### config.mk
export PLATFORM = sky130hd
export DESIGN_NAME = haversine_distance_accumulator
export DESIGN_NICKNAME = d
export VERILOG_FILES = /design/src/design/hda_pkg.sv /design/src/design/haversine_distance_accumulator.sv
export VERILOG_INCLUDE_DIRS = /design/src /design/src/design
export SDC_FILE = /design/constraint.sdc
export NUM_CORES = 2
export LEC_CHECK = 0
export CORE_MARGIN = 10
export CORE_UTILIZATION = 65
export CTS_BUF_LIST = sky130_fd_sc_hd__clkbuf_8
export DETAILED_ROUTE_END_ITERATION = 10
export DONT_BUFFER_PORTS = 1
export GPL_TIMING_DRIVEN = 0
export PLACE_DENSITY = 0.81
export SYNTH_ARGS = -nofsm -noshare
export SYNTH_HDL_FRONTEND = slang
export SYNTH_SLANG_ARGS = --single-unit
export TNS_END_PERCENT = 1
### constraint.sdc
create_clock -name i_clk -period 10.4 [get_ports i_clk]
set_input_delay 1.56 -clock i_clk [delete_from_list [all_inputs] [get_ports i_clk]]
set_output_delay 1.56 -clock i_clk [all_outputs]
set_load 0.02 [all_outputs]
### src/design/haversine_distance_accumulator_macros.svh
// Assertion macros shared by the haversine distance accumulator RTL.
`ifndef HAVERSINE_DISTANCE_ACCUMULATOR_MACROS_SVH
`define HAVERSINE_DISTANCE_ACCUMULATOR_MACROS_SVH

// Same-cycle implication, checked on every rising edge out of reset
`define HDA_ASSERT_SAME(lbl, ante, cons, msg) \
    lbl: assert property (@(posedge i_clk) disable iff (!i_rst_n) (ante) |-> (cons)) \
        else $error(msg);

// Next-cycle implication, checked on every rising edge out of reset
`define HDA_ASSERT_NEXT(lbl, ante, cons, msg) \
    lbl: assert property (@(posedge i_clk) disable iff (!i_rst_n) (ante) |=> (cons)) \
        else $error(msg);

`endif

### src/design/hda_pkg.sv
// Package: widths, constants and the CORDIC arctangent table for the distance accumulator.
`timescale 1ns / 1ps
package hda_pkg;

    // Field widths
    localparam int LON_W    = 32;
    localparam int LAT_W    = 31;
    localparam int CFG_W    = 24;
    localparam int CFG_IDX_W = 2;
    localparam int STEP_W   = 34;
    localparam int TOTAL_W  = 40;

    // Datapath widths: multiplier operand, product, angle reduction
    localparam int MW = 34;
    localparam int PW = 2 * MW;
    localparam int AW = 36;
    localparam int QW = 31;   // unsigned Q30 values in [0, 2^31 - 1]

    // Parameter defaults
    localparam int CORDIC_ITERATIONS_DEF = 24;
    localparam int ANGLE_FRAC_BITS_DEF   = 23;
    localparam int DIST_FRAC_BITS_DEF    = 8;

    // Register indexes
    localparam logic [CFG_IDX_W-1:0] REG_EARTH_RADIUS    = 2'd0;
    localparam logic [CFG_IDX_W-1:0] REG_ALERT_THRESHOLD = 2'd1;

    localparam logic [CFG_W-1:0] EARTH_RADIUS_RST    = 24'd6371000;
    localparam logic [CFG_W-1:0] ALERT_THRESHOLD_RST = 24'd100;

    // Numeric constants
    localparam logic [MW-1:0] DEG_TO_RAD_Q32 = 34'd74961321;
    localparam logic [MW-1:0] CORDIC_START_X = 34'd652032874;
    localparam logic [QW-1:0] HALF_PI_Q30    = 31'd1686629713;
    localparam logic [QW-1:0] ONE_Q30        = 31'd1073741824;
    localparam logic [STEP_W-1:0]  STEP_MAX  = '1;
    localparam logic [TOTAL_W-1:0] TOTAL_MAX = '1;

    // atan(2^-i) in Q30 radians
    localparam logic [31:0] ATAN_TAB [32] = '{
        32'd843314856, 32'd497837829, 32'd263043836, 32'd133525158, 32'd67021686,
        32'd33543515, 32'd16775850, 32'd8388437, 32'd4194282, 32'd2097149,
        32'd1048575, 32'd524287, 32'd262143, 32'd131071, 32'd65535, 32'd32767,
        32'd16383, 32'd8191, 32'd4095, 32'd2047, 32'd1023, 32'd511, 32'd255,
        32'd127, 32'd63, 32'd31, 32'd15, 32'd8, 32'd4, 32'd2, 32'd1, 32'd0
    };

    function automatic logic [MW-1:0] atan_q30(input logic [4:0] idx);
        return MW'(ATAN_TAB[idx]);
    endfunction

endpackage

### src/design/haversine_distance_accumulator.sv
// Top level: haversine great-circle distance with a saturating running total.
//
//  channel | direction | handshake                  | payload
//  --------+-----------+----------------------------+--------------------------------------
//  in      | to block  | i_in_valid / o_in_ready    | lon_start, lon_end, lat_start, lat_end
//  out     | from block| o_out_valid / i_out_ready  | step_distance, total_distance, flag
//  cfg     | to block  | i_cfg_valid / o_cfg_ready  | cfg_index, cfg_data
//
// Each pair is worked in turn: four sine/cosine passes (a bit-serial multiply plus
// CORDIC_ITERATIONS rotations each), five more bit-serial multiplies, two bit-serial
// square roots and one vectoring pass, all sharing one multiplier, one CORDIC
// stage and one root stage. Reset is synchronous, active low, and clears the total
// and restores the register defaults. A beat waiting on the output holds back only
// the final write; the next pair is taken once it is written.
`timescale 1ns / 1ps
`include "haversine_distance_accumulator_macros.svh"

module haversine_distance_accumulator #(
    parameter int CORDIC_ITERATIONS = hda_pkg::CORDIC_ITERATIONS_DEF,
    parameter int ANGLE_FRAC_BITS   = hda_pkg::ANGLE_FRAC_BITS_DEF,
    parameter int DIST_FRAC_BITS    = hda_pkg::DIST_FRAC_BITS_DEF
) (
    input  logic                                 i_clk,
    input  logic                                 i_rst_n,
    input  logic                                 i_in_valid,
    output logic                                 o_in_ready,
    input  logic signed [hda_pkg::LON_W-1:0]     i_lon_start,
    input  logic signed [hda_pkg::LON_W-1:0]     i_lon_end,
    input  logic signed [hda_pkg::LAT_W-1:0]     i_lat_start,
    input  logic signed [hda_pkg::LAT_W-1:0]     i_lat_end,
    output logic                                 o_out_valid,
    input  logic                                 i_out_ready,
    output logic [hda_pkg::STEP_W-1:0]           o_step_distance,
    output logic [hda_pkg::TOTAL_W-1:0]          o_total_distance,
    output logic                                 o_target_reached,
    input  logic                                 i_cfg_valid,
    output logic                                 o_cfg_ready,
    input  logic [hda_pkg::CFG_IDX_W-1:0]        i_cfg_index,
    input  logic [hda_pkg::CFG_W-1:0]            i_cfg_data
);
    import hda_pkg::*;

    localparam int HF = ANGLE_FRAC_BITS + 1;
    localparam int SH = 30 - DIST_FRAC_BITS;
    localparam logic signed [AW-1:0] FULL_TURN    = AW'(360) <<< HF;
    localparam logic signed [AW-1:0] HALF_TURN    = AW'(180) <<< HF;
    localparam logic signed [AW-1:0] QUARTER_TURN = AW'(90) <<< HF;
    localparam logic [PW-1:0] Z_RND    = PW'(1) << (HF + 1);
    localparam logic [PW-1:0] STEP_RND = PW'(1) << (SH - 1);
    localparam logic [PW-1:0] CEIL_ADD = (PW'(1) << 30) - PW'(1);
    localparam logic [5:0] CORDIC_LAST = 6'(CORDIC_ITERATIONS - 1);
    localparam logic [5:0] MUL_LAST    = 6'(MW - 1);
    localparam logic [5:0] SQ_LAST     = 6'(QW - 1);

    // Sequencer states
    localparam logic [4:0] ST_IDLE = 5'd0,  ST_RED  = 5'd1,  ST_MDEG = 5'd2,  ST_ZIN  = 5'd3,
                           ST_ROT  = 5'd4,  ST_RSTO = 5'd5,  ST_MSQ1 = 5'd6,  ST_ESQ1 = 5'd7,
                           ST_MSQ2 = 5'd8,  ST_ESQ2 = 5'd9,  ST_MCC  = 5'd10, ST_ECC  = 5'd11,
                           ST_MCH  = 5'd12, ST_ECH  = 5'd13, ST_RT1  = 5'd14, ST_ERT1 = 5'd15,
                           ST_RT2  = 5'd16, ST_ERT2 = 5'd17, ST_VEC  = 5'd18, ST_EVEC = 5'd19,
                           ST_MDST = 5'd20, ST_EDST = 5'd21, ST_OUT  = 5'd22;

    // Angle being resolved
    localparam logic [1:0] K_DLAT = 2'd0, K_DLON = 2'd1, K_LAT1 = 2'd2, K_LAT2 = 2'd3;

    // Control state
    logic [4:0]          r_state;
    logic [5:0]          r_cnt;
    logic [1:0]          r_k;
    logic                r_out_valid;
    logic [TOTAL_W-1:0]  r_total;
    logic [CFG_W-1:0]    r_radius;
    logic [CFG_W-1:0]    r_thr;

    // Datapath registers
    logic signed [LON_W-1:0] r_lon_start, r_lon_end;
    logic signed [LAT_W-1:0] r_lat_start, r_lat_end;
    logic [MW-1:0]           r_mul_a;
    logic [PW-1:0]           r_acc;
    logic signed [MW-1:0]    r_x, r_y, r_z;
    logic                    r_zneg, r_fold, r_pneg;
    logic signed [MW-1:0]    r_s_lat, r_s_lon, r_c1, r_c2;
    logic [MW-1:0]           r_hlat, r_hlon;
    logic [QW-1:0]           r_a, r_sa, r_sq_root;
    logic [2*QW-1:0]         r_sq_v;
    logic [MW-1:0]           r_sq_rem;
    logic [STEP_W-1:0]       r_step;
    logic [STEP_W-1:0]       r_out_step;
    logic                    r_flag;

    // Range reduction and fold of the current angle
    logic signed [AW-1:0] ang_v, ang_r, ang_f;
    logic                 ang_fold;
    logic [MW-1:0]        ang_mag;
    always_comb begin
        unique case (r_k)
            K_DLAT:  ang_v = AW'(r_lat_end) - AW'(r_lat_start);
            K_DLON:  ang_v = AW'(r_lon_end) - AW'(r_lon_start);
            K_LAT1:  ang_v = AW'(r_lat_start) <<< 1;
            default: ang_v = AW'(r_lat_end) <<< 1;
        endcase
        if (ang_v >= HALF_TURN) begin
            ang_r = ang_v - FULL_TURN;
        end else if (ang_v < -HALF_TURN) begin
            ang_r = ang_v + FULL_TURN;
        end else begin
            ang_r = ang_v;
        end
        ang_fold = 1'b1;
        if (ang_r > QUARTER_TURN) begin
            ang_f = HALF_TURN - ang_r;
        end else if (ang_r < -QUARTER_TURN) begin
            ang_f = -HALF_TURN - ang_r;
        end else begin
            ang_f    = ang_r;
            ang_fold = 1'b0;
        end
        ang_mag = ang_f[AW-1] ? MW'(-ang_f) : MW'(ang_f);
    end

    // Degrees to Q30 radians, rounded, sign restored
    logic [PW-1:0]        z_wide;
    logic signed [MW-1:0] z_init;
    assign z_wide = (r_acc + Z_RND) >> (HF + 2);
    assign z_init = r_zneg ? -$signed(MW'(z_wide)) : $signed(MW'(z_wide));

    // Shared CORDIC stage
    logic signed [MW-1:0] c_dx, c_dy, c_at;
    logic                 rot_d, vec_d;
    assign c_dx  = r_y >>> r_cnt[4:0];
    assign c_dy  = r_x >>> r_cnt[4:0];
    assign c_at  = $signed(atan_q30(r_cnt[4:0]));
    assign rot_d = !r_z[MW-1];
    assign vec_d = !r_y[MW-1] && (r_y != '0);

    // Bit-serial multiplier: one multiplier bit per cycle
    logic [MW:0]   mul_sum;
    logic [PW-1:0] mul_next;
    assign mul_sum  = {1'b0, r_acc[PW-1:MW]} + (r_acc[0] ? {1'b0, r_mul_a} : '0);
    assign mul_next = {mul_sum, r_acc[MW-1:1]};

    // Product magnitude after the Q30 floor shift (ceiling when the product is negative)
    logic [MW-1:0] floor30, prod_mag;
    assign floor30  = MW'(r_acc >> 30);
    assign prod_mag = r_pneg ? MW'((r_acc + CEIL_ADD) >> 30) : floor30;

    // Haversine term a, clamped to [0, 1]
    logic signed [MW+1:0] a_sum;
    logic [QW-1:0]        a_clamp;
    always_comb begin
        a_sum = r_pneg ? $signed({2'b00, r_hlat}) - $signed({2'b00, prod_mag})
                       : $signed({2'b00, r_hlat}) + $signed({2'b00, prod_mag});
        if (a_sum < 0) begin
            a_clamp = '0;
        end else if (a_sum > $signed((MW+2)'(ONE_Q30))) begin
            a_clamp = ONE_Q30;
        end else begin
            a_clamp = QW'(a_sum);
        end
    end

    // Bit-serial square root: one root bit per cycle
    logic [MW+1:0] sq_tmp, sq_trial;
    logic          sq_ge;
    assign sq_tmp   = {r_sq_rem, r_sq_v[2*QW-1 -: 2]};
    assign sq_trial = (MW+2)'({r_sq_root, 2'b01});
    assign sq_ge    = sq_tmp >= sq_trial;

    // Arcsine angle clamp
    logic [QW-1:0] ang_clamp;
    always_comb begin
        if (r_z < 0) begin
            ang_clamp = '0;
        end else if (r_z > $signed(MW'(HALF_PI_Q30))) begin
            ang_clamp = HALF_PI_Q30;
        end else begin
            ang_clamp = QW'(r_z);
        end
    end

    // Step rounding and saturation
    logic [PW-1:0]     step_w;
    logic [STEP_W-1:0] step_sat;
    assign step_w   = ({r_acc[PW-2:0], 1'b0} + STEP_RND) >> SH;
    assign step_sat = (step_w > PW'(STEP_MAX)) ? STEP_MAX : STEP_W'(step_w);

    // Running total and flag
    logic [TOTAL_W:0]   tot_sum;
    logic [TOTAL_W-1:0] tot_next;
    logic               out_free;
    assign tot_sum  = {1'b0, r_total} + (TOTAL_W+1)'(r_step);
    assign tot_next = tot_sum[TOTAL_W] ? TOTAL_MAX : tot_sum[TOTAL_W-1:0];
    assign out_free = !r_out_valid || i_out_ready;

    // Sequencer, configuration and total
    always_ff @(posedge i_clk) begin
        if (!i_rst_n) begin
            r_state     <= ST_IDLE;
            r_cnt       <= '0;
            r_k         <= K_DLAT;
            r_out_valid <= 1'b0;
            r_total     <= '0;
            r_radius    <= EARTH_RADIUS_RST;
            r_thr       <= ALERT_THRESHOLD_RST;
        end else begin
            if (i_cfg_valid) begin
                if (i_cfg_index == REG_EARTH_RADIUS) begin
                    r_radius <= i_cfg_data;
                end else if (i_cfg_index == REG_ALERT_THRESHOLD) begin
                    r_thr <= i_cfg_data;
                end
            end
            if (o_out_valid && i_out_ready) begin
                r_out_valid <= 1'b0;
            end
            r_cnt <= '0;
            unique case (r_state)
                ST_IDLE: begin
                    if (i_in_valid) begin
                        r_state <= ST_RED;
                        r_k     <= K_DLAT;
                    end
                end
                ST_RED:  r_state <= ST_MDEG;
                ST_ZIN:  r_state <= ST_ROT;
                ST_RSTO: begin
                    if (r_k == K_LAT2) begin
                        r_state <= ST_MSQ1;
                    end else begin
                        r_k     <= r_k + 2'd1;
                        r_state <= ST_RED;
                    end
                end
                ST_MDEG, ST_MSQ1, ST_MSQ2, ST_MCC, ST_MCH, ST_MDST: begin
                    if (r_cnt == MUL_LAST) begin
                        r_state <= r_state + 5'd1;
                    end else begin
                        r_cnt <= r_cnt + 6'd1;
                    end
                end
                ST_ROT: begin
                    if (r_cnt == CORDIC_LAST) begin
                        r_state <= ST_RSTO;
                    end else begin
                        r_cnt <= r_cnt + 6'd1;
                    end
                end
                ST_VEC: begin
                    if (r_cnt == CORDIC_LAST) begin
                        r_state <= ST_EVEC;
                    end else begin
                        r_cnt <= r_cnt + 6'd1;
                    end
                end
                ST_RT1, ST_RT2: begin
                    if (r_cnt == SQ_LAST) begin
                        r_state <= r_state + 5'd1;
                    end else begin
                        r_cnt <= r_cnt + 6'd1;
                    end
                end
                ST_ESQ1, ST_ESQ2, ST_ECC, ST_ECH, ST_ERT1, ST_ERT2, ST_EVEC, ST_EDST: begin
                    r_state <= r_state + 5'd1;
                end
                ST_OUT: begin
                    if (out_free) begin
                        r_out_valid <= 1'b1;
                        r_total     <= tot_next;
                        r_state     <= ST_IDLE;
                    end
                end
                default: r_state <= ST_IDLE;
            endcase
        end
    end

    // Datapath
    always_ff @(posedge i_clk) begin
        unique case (r_state)
            ST_IDLE: begin
                if (i_in_valid) begin
                    r_lon_start <= i_lon_start;
                    r_lon_end   <= i_lon_end;
                    r_lat_start <= i_lat_start;
                    r_lat_end   <= i_lat_end;
                end
            end
            ST_RED: begin
                r_zneg  <= ang_f[AW-1];
                r_fold  <= ang_fold;
                r_mul_a <= ang_mag;
                r_acc   <= {{MW{1'b0}}, DEG_TO_RAD_Q32};
            end
            ST_MDEG, ST_MSQ1, ST_MSQ2, ST_MCC, ST_MCH, ST_MDST: r_acc <= mul_next;
            ST_ZIN: begin
                r_x <= $signed(CORDIC_START_X);
                r_y <= '0;
                r_z <= z_init;
            end
            ST_ROT: begin
                if (rot_d) begin
                    r_x <= r_x - c_dx;
                    r_y <= r_y + c_dy;
                    r_z <= r_z - c_at;
                end else begin
                    r_x <= r_x + c_dx;
                    r_y <= r_y - c_dy;
                    r_z <= r_z + c_at;
                end
            end
            ST_RSTO: begin
                unique case (r_k)
                    K_DLAT:  r_s_lat <= r_y;
                    K_DLON:  r_s_lon <= r_y;
                    K_LAT1:  r_c1 <= r_fold ? -r_x : r_x;
                    default: r_c2 <= r_fold ? -r_x : r_x;
                endcase
                r_mul_a <= r_s_lat[MW-1] ? -r_s_lat : r_s_lat;
                r_acc   <= {{MW{1'b0}}, (r_s_lat[MW-1] ? -r_s_lat : r_s_lat)};
            end
            ST_ESQ1: begin
                r_hlat  <= floor30;
                r_mul_a <= r_s_lon[MW-1] ? -r_s_lon : r_s_lon;
                r_acc   <= {{MW{1'b0}}, (r_s_lon[MW-1] ? -r_s_lon : r_s_lon)};
            end
            ST_ESQ2: begin
                r_hlon  <= floor30;
                r_pneg  <= r_c1[MW-1] ^ r_c2[MW-1];
                r_mul_a <= r_c1[MW-1] ? -r_c1 : r_c1;
                r_acc   <= {{MW{1'b0}}, (r_c2[MW-1] ? -r_c2 : r_c2)};
            end
            ST_ECC: begin
                // c12 magnitude; its sign stays in r_pneg
                r_mul_a <= prod_mag;
                r_acc   <= {{MW{1'b0}}, r_hlon};
            end
            ST_ECH: begin
                r_a       <= a_clamp;
                r_sq_v    <= (2*QW)'(a_clamp) << 30;
                r_sq_rem  <= '0;
                r_sq_root <= '0;
            end
            ST_RT1, ST_RT2: begin
                r_sq_rem  <= sq_ge ? MW'(sq_tmp - sq_trial) : MW'(sq_tmp);
                r_sq_root <= {r_sq_root[QW-2:0], sq_ge};
                r_sq_v    <= r_sq_v << 2;
            end
            ST_ERT1: begin
                r_sa      <= r_sq_root;
                r_sq_v    <= (2*QW)'(ONE_Q30 - r_a) << 30;
                r_sq_rem  <= '0;
                r_sq_root <= '0;
            end
            ST_ERT2: begin
                r_x <= $signed(MW'(r_sq_root));
                r_y <= $signed(MW'(r_sa));
                r_z <= '0;
            end
            ST_VEC: begin
                if (vec_d) begin
                    r_x <= r_x + c_dx;
                    r_y <= r_y - c_dy;
                    r_z <= r_z + c_at;
                end else begin
                    r_x <= r_x - c_dx;
                    r_y <= r_y + c_dy;
                    r_z <= r_z - c_at;
                end
            end
            ST_EVEC: begin
                r_mul_a <= MW'(ang_clamp);
                r_acc   <= {{MW{1'b0}}, MW'(r_radius)};
            end
            ST_EDST: r_step <= step_sat;
            ST_OUT: begin
                if (out_free) begin
                    r_out_step <= r_step;
                    r_flag     <= tot_next >= (TOTAL_W'(r_thr) << DIST_FRAC_BITS);
                end
            end
            default: r_acc <= r_acc;
        endcase
    end

    assign o_in_ready       = (r_state == ST_IDLE);
    assign o_cfg_ready      = 1'b1;
    assign o_out_valid      = r_out_valid;
    assign o_step_distance  = r_out_step;
    assign o_total_distance = r_total;
    assign o_target_reached = r_flag;

    // Checks
    `HDA_ASSERT_NEXT(a_accept_starts, i_in_valid && o_in_ready, r_state == ST_RED && r_k == K_DLAT, "accepted beat did not start the first angle")
    `HDA_ASSERT_SAME(a_cordic_count, r_state == ST_ROT || r_state == ST_VEC, r_cnt <= CORDIC_LAST, "CORDIC ran past its iteration count")
    `HDA_ASSERT_SAME(a_total_covers_step, o_out_valid, o_total_distance >= TOTAL_W'(o_step_distance), "total below the step it includes")
    `HDA_ASSERT_SAME(a_hav_range, r_state == ST_RT1, r_a <= ONE_Q30, "haversine term above one")

endmodule
; Word level (Yosys, flattened, before mapping)
; Memories as Yosys holds them, arrays and structs flattened.
; Cells that the tools add are included.
[totals]
rom_bits = 1024
elab_cells = 206
memories = 1
ff_bits = 897
[op_classes]
bitwise = 4
n_addsub = 31
shift = 2
reduce_logical = 31
magnitude_cmp = 12
eq_ne = 36
n_mux = 56
[memory_table]
columns = memory, depth, width, rd, rd_ports_with_merged_regs, wr, line
row1 = (no name shown), 32, 32, 1, 0, 0, hda_pkg.sv:49  ; return MW'(ATAN_TAB[idx]);
[op_table]
columns = op, count
row1 = 34-bit two-way mux, 16
row2 = 68-bit one-hot mux with 7 select lines, 1
row3 = 34-bit one-hot mux with 4 select lines, 3
row4 = 34-bit negator, 7
row5 = 34-bit one-hot mux with 6 select lines, 1
row6 = 62-bit one-hot mux with 3 select lines, 1
row7 = 36-bit two-way mux, 5
row8 = 31-bit two-way mux, 4
row9 = 36-bit one-hot mux with 3 select lines, 1
row10 = "36-bit by 32-bit greater-than comparator with 1-bit output, second input constant", 2
row11 = "33-bit by 36-bit subtractor with 36-bit output, first input constant", 2
row12 = 34-bit by 34-bit adder with 35-bit output, 2
row13 = 34-bit adder, 2
row14 = "68-bit by 22-bit adder with 68-bit output, second input constant", 1
row15 = 34-bit one-hot mux with 2 select lines, 1
row16 = 34-bit by 5-bit >>> shifter with 34-bit output, 2
row17 = 34-bit by 33-bit subtractor with 34-bit output, 2
row18 = 34-bit subtractor, 2
row19 = "64-bit by 30-bit adder with 64-bit output, second input constant", 1
row20 = 32-bit two-way mux, 2
row21 = 31-bit one-hot mux with 2 select lines, 1
row22 = "60-bit by 26-bit adder with 60-bit output, second input constant", 1
row23 = 5-bit one-hot mux with 10 select lines, 1
row24 = "46-bit by 34-bit greater-than comparator with 1-bit output, second input constant", 1
row25 = 59 further kinds, 110

; Depth between registers and ports, before layout
[depth]
ltp_word = 11
ltp_mapped = 37

; Worst setup path before layout
; No wires, ideal clock.
[synth_timing]
path_type = register to register
start = register r_pneg
end = register r_sq_v[31] (data pin)
arrival_ps = 7014
t_required_ps = 10212
setup_time_ps = 188
stages_incl_launch_ff = 30
path_slack_ps = 3198
cell_sequence = edfxtp_1 > clkbuf_1 > clkbuf_1 > clkbuf_1 > clkbuf_1 > clkbuf_1 > nand2_1 > xnor2_1 > ha_1 > fa_1 > nand2b_1 > a21oi_1 > o21ai_0 > a21oi_1 > o21ai_0 > a2111oi_0 > o211a_1 > a311oi_1 > nor4b_1 > o41a_1 > a21oi_1 > o41ai_1 > o221ai_1 > xor2_1 > nand2_1 > nand3b_1 > a211o_1 > or2_0 > clkbuf_1 > o41ai_1
[synth_via]
elab_chain_len = 7
elab_cells_between_ends = 9
cone_classes = add/sub (2) / order compare (2) / mux (5)
[synth_rtl]
columns = element, line
row1 = "start, declared", haversine_distance_accumulator.sv:81  ; logic r_zneg, r_fold, r_pneg;
row2 = "start signal, assigned", haversine_distance_accumulator.sv:328  ; r_pneg <= r_c1[MW-1] ^ r_c2[MW-1];
row3 = 34-bit two-way mux, haversine_distance_accumulator.sv:145  ; assign prod_mag = r_pneg ? MW'((r_acc + CEIL_ADD) >> 30) : floor30;
row4 = 34-bit by 34-bit adder with 35-bit output or 34-bit by 34-bit subtractor with 35-bit output (tied branches), "haversine_distance_accumulator.sv:152, haversine_distance_accumulator.sv:151"
row5 = 36-bit two-way mux (*), haversine_distance_accumulator.sv:151  ; a_sum = r_pneg ? $signed({2'b00, r_hlat}) - $signed({2'b00, prod_mag})
row6 = 36-bit by 32-bit greater-than comparator with 1-bit output, haversine_distance_accumulator.sv:155  ; end else if (a_sum > $signed((MW+2)'(ONE_Q30))) begin
row7 = 31-bit two-way mux, haversine_distance_accumulator.sv:155
row8 = 31-bit two-way mux (*), haversine_distance_accumulator.sv:153  ; if (a_sum < 0) begin
row9 = 62-bit one-hot mux with 3 select lines (*), haversine_distance_accumulator.sv:279  ; unique case (r_state)
row10 = "end signal, assigned", haversine_distance_accumulator.sv:339  ; r_sq_v <= (2*QW)'(a_clamp) << 30;
row11 = "end signal, assigned", haversine_distance_accumulator.sv:346  ; r_sq_v <= r_sq_v << 2;
row12 = "end signal, assigned", haversine_distance_accumulator.sv:350  ; r_sq_v <= (2*QW)'(ONE_Q30 - r_a) << 30;
row13 = "end, declared", haversine_distance_accumulator.sv:85  ; logic [2*QW-1:0] r_sq_v;
; Every way passes the cells marked *; elsewhere a longest branch is shown, timed or not. The select of a mux whose other input is x is not followed.
; A chain may end at the register's enable or synchronous reset.

; Final worst setup path
; Same ends and word-level chain as after synthesis.

==> out/qor.csv <==
stage;metric;value;unit
run_status;outcome;finished, violations left;
run_status;failing checks;DRC, capacitance limit, slew limit;
critical_path;worst-path maximum fanout;10;
power_and_ir_drop;Max VDD drop;393;uV
clock_tree;clock sink total;867;
routing;DRC Markers;1;
critical_path;crit-path leading delay family;compound AO/OA/AOI/OAI gates;
floorplan;Rows;118;
timing;fin crit share;0.969;
critical_path;Setup CP Type;reg -> reg;
clock_tree;Reg clk slew, reported paths;0.07;ns
clock_tree;clock tree buffer depth;3;
critical_path;Buf/Inv on CP;9;
layout;Largest register FFs;68;
critical_path;Arrival @ worst endpoint;10.73;ns
placed_design;hpwl dp;213000;um
routing;first-pass detailed-route iteration total;11;
layout;Final Cell Area;73600;um^2
layout;commonest cells after routing, fill and taps aside;765 x edfxtp_1, 730 x nand2_1, 726 x nor2_1;
timing;final hold vios;0;
run;max_cap viols;2;
timing;Tmin final;10.08;ns
clock_tree;CTS tree;built;
logic_synthesis;syn nets;8326;
logic_synthesis;Netlist cell types;113;
critical_path;r2r setup slk;0.32;ns
global_route;GRT Residual Overflow;0;
worst_hold_path;hold path depth;2;
clock_tree;# resized after CTS;0;
floorplan;core box area;104000;um^2
global_route;global-route wire length before repair;404000;um
layout;Layout Area Growth over Synthesis;7.63;%
routing;ANT nets after route;0;
clock_tree;H-Tree Level Count;4;
routing;Vias/cell;7.25;
global_route;Global Route Usage Sum;0.454;
power_and_ir_drop;Pleak;27.9;nW
clock_tree;setup repair bufs after CTS;0;
critical_path;CP max stage delay;0.70;ns
floorplan;die height;344;um
layout;Filler cells;7721;
clock_tree;Clock Latency Late Sink;0.92;ns
timing;f_max;99.3;MHz
clock_tree;CTS buffer count;149;
routing;initial DRC count;11100;
clock_tree;root buf cell;clkbuf_8;
logic_synthesis;number of synthesized register bits;867;
critical_path;critical path required time;11.06;ns
worst_hold_path;class of the worst hold path;reg -> reg;
logic_synthesis;main flop type after synthesis;edfxtp_1;
global_route;initial antenna violation count;21;
timing;worst slew pin tran;1.57;ns
routing;WL final;279000;um
placed_design;dpl ws;0.0703;ns
layout;commonest non-fill, non-tap cell in the layout;edfxtp_1;
critical_path;Worst Setup End Kind;register;
logic_synthesis;Ys Warns;0;
layout;nets@finish;8489;
worst_hold_path;Worst Hold Path EP;r_thr[10];
routing;Via Count;67700;
global_route;number of global-route vias before repair;63500;
floorplan;DIE AREA;119000;um^2
placed_design;Area after DPL;70400;um^2
timing;post-route setup slack;0.325;ns
worst_hold_path;Hold Path Origin;r_thr[10];
routing;WL/cell;29.9;um
floorplan;Die Wd;344;um
critical_path;CP Launch Type;register;
placed_design;port bufs;0;
clock_tree;Hold Buf Count CTS;0;
placed_design;RePlAce Congestion;1.09;
critical_path;RR Endpoint;r_sq_v[31];
logic_synthesis;syn avg cell area;8.92;um^2
layout;final core utilization;0.708;
logic_synthesis;Post-synth ARST share;0;
layout;share of cells above drive strength 1;0.0595;
timing;max-slew violations;13;
timing;relative slew slack;-0.0592;
timing;endpoints failing setup;0;
critical_path;slowest CP cell;a2111oi_2;
logic_synthesis;Mapped Area;68400;um^2
floorplan;Initial Utilization;0.658;
critical_path;R2R cell count;31;
layout;Biggest register;r_acc;
global_route;pin count of the biggest net entering global routing;84;
logic_synthesis;synthesized instance count;7667;
critical_path;Critical Path Most Common Cell;clkbuf_1;
timing;clock skew;0.0587;ns
floorplan;Ports;235;
logic_synthesis;Post-synth EDFFs;765;
logic_synthesis;sequential area share after synthesis;0.366;
power_and_ir_drop;pwr dens;262;nW/um^2
critical_path;Reg-to-Reg Start;r_pneg;
[area by class of cell]
cell class              count  area, um^2  area share
diodes                     14        35.0    0.000476
repair buffers             12         229     0.00311
clock inverters           111        1010      0.0137
clock buffers             155        2130      0.0290
inverters                 502        1880      0.0256
flip-flops and latches    867       25000       0.340
multi-input cells        5913       40100       0.544
well taps                1380        1730      0.0235
plain buffers             385        1490      0.0202
[synthesized netlist by cell type, types with 27 or more instances]
library cell  instances  area share
or3_1                91      0.0083
or4_1                37      0.0041
o41ai_1              38      0.0049
a21o_1              112       0.012
xnor2_1             293       0.038
o211ai_1             42      0.0046
dfxtp_1             102       0.030
a22oi_1              47      0.0052
a221o_1              35      0.0051
nand2b_1            106      0.0097
inv_1               494       0.027
a31oi_1              69      0.0063
a222oi_1             27      0.0040
and2_1               66      0.0060
and3_1               71      0.0065
nand2_1             731       0.040
edfxtp_1            765        0.34
or2_2                61      0.0056
nor2_1              731       0.040
mux4_2               46       0.015
o21a_1               77      0.0085
a21oi_1             488       0.036
buf_1                45      0.0025
o22ai_1             101      0.0092
nor2b_1              96      0.0088
o221ai_1             53      0.0068
mux2i_1              79       0.012
ha_1                490       0.090
o21ai_0             434       0.032
nand4_1              73      0.0067
clkbuf_1            325       0.018
xor2_1              232       0.030
o31ai_1              95       0.010
o21bai_1             83      0.0091
nor4_1               66      0.0060
nand3_1             161       0.012
nor3_1              202       0.015
a221oi_1             72      0.0092
a211oi_1             83      0.0091
[worst min-delay path: stages, from the launching register on]
cell     delay, ns
dfxtp_1       0.31
nand2_1       0.05
a21oi_1       0.05
[stage by stage]
stage          setup TNS [ns]  instances  total power [mW]  hold slack (ns)
6_report                    0       9339              19.3            0.456
5_1_grt               -0.0176       9330              20.0            0.469
4_1_cts                     0       9322              18.6            0.456
3_5_place_dp                0       9056              15.2            0.444
3_3_place_gp                0       9047              14.9            0.433
2_1_floorplan               0       7667              12.2            0.426
[kinds of logic after synthesis]
kind of cell | Yosys count | share of synthesized area
XOR/XNOR | 525 | 0.0673
multiplexers | 147 | 0.0303
AO/OA/AOI/OAI | 2164 | 0.215
buffers and inverters | 887 | 0.0493
AND/OR/NAND/NOR | 2574 | 0.179
other | 1 | 0.0000549
flip-flops | 867 | 0.366
adder cells (fa/ha/maj) | 502 | 0.0932
[worst max path at each step]
stage | cells past startpoint | to | slack, ns | startpoint
finish | 31 | r_sq_v[31] | 0.32 | r_pneg
global route | 31 | r_sq_v[31] | -0.02 | r_pneg
CTS | 29 | r_sq_v[39] | 0.01 | r_pneg
detailed placement | 29 | r_sq_v[39] | 0.07 | r_pneg
global placement | 29 | r_sq_v[34] | 0.48 | r_pneg
floorplan | 29 | r_sq_v[31] | 3.20 | r_pneg
[metal layers]
layer | wire length [um] | track usage | vias to the layer above
met2 | 117000 | 0.676 | 5858
met1 | 94300 | 0.534 | 31600
li1 | - | - | 28700
met4 | 26000 | 0.341 | 24
met3 | 41600 | 0.165 | 1546
met5 | 203 | 0 | -
[power by group]
group	internal (mW)	switching (mW)	leakage (nW)
Sequential	4.63	0.517	7.71
Clock	1.83	1.63	1.70
Combinational	3.76	6.93	18.5
Total	10.2	9.07	27.9
Note: power is estimated with default switching activity, not from simulation.
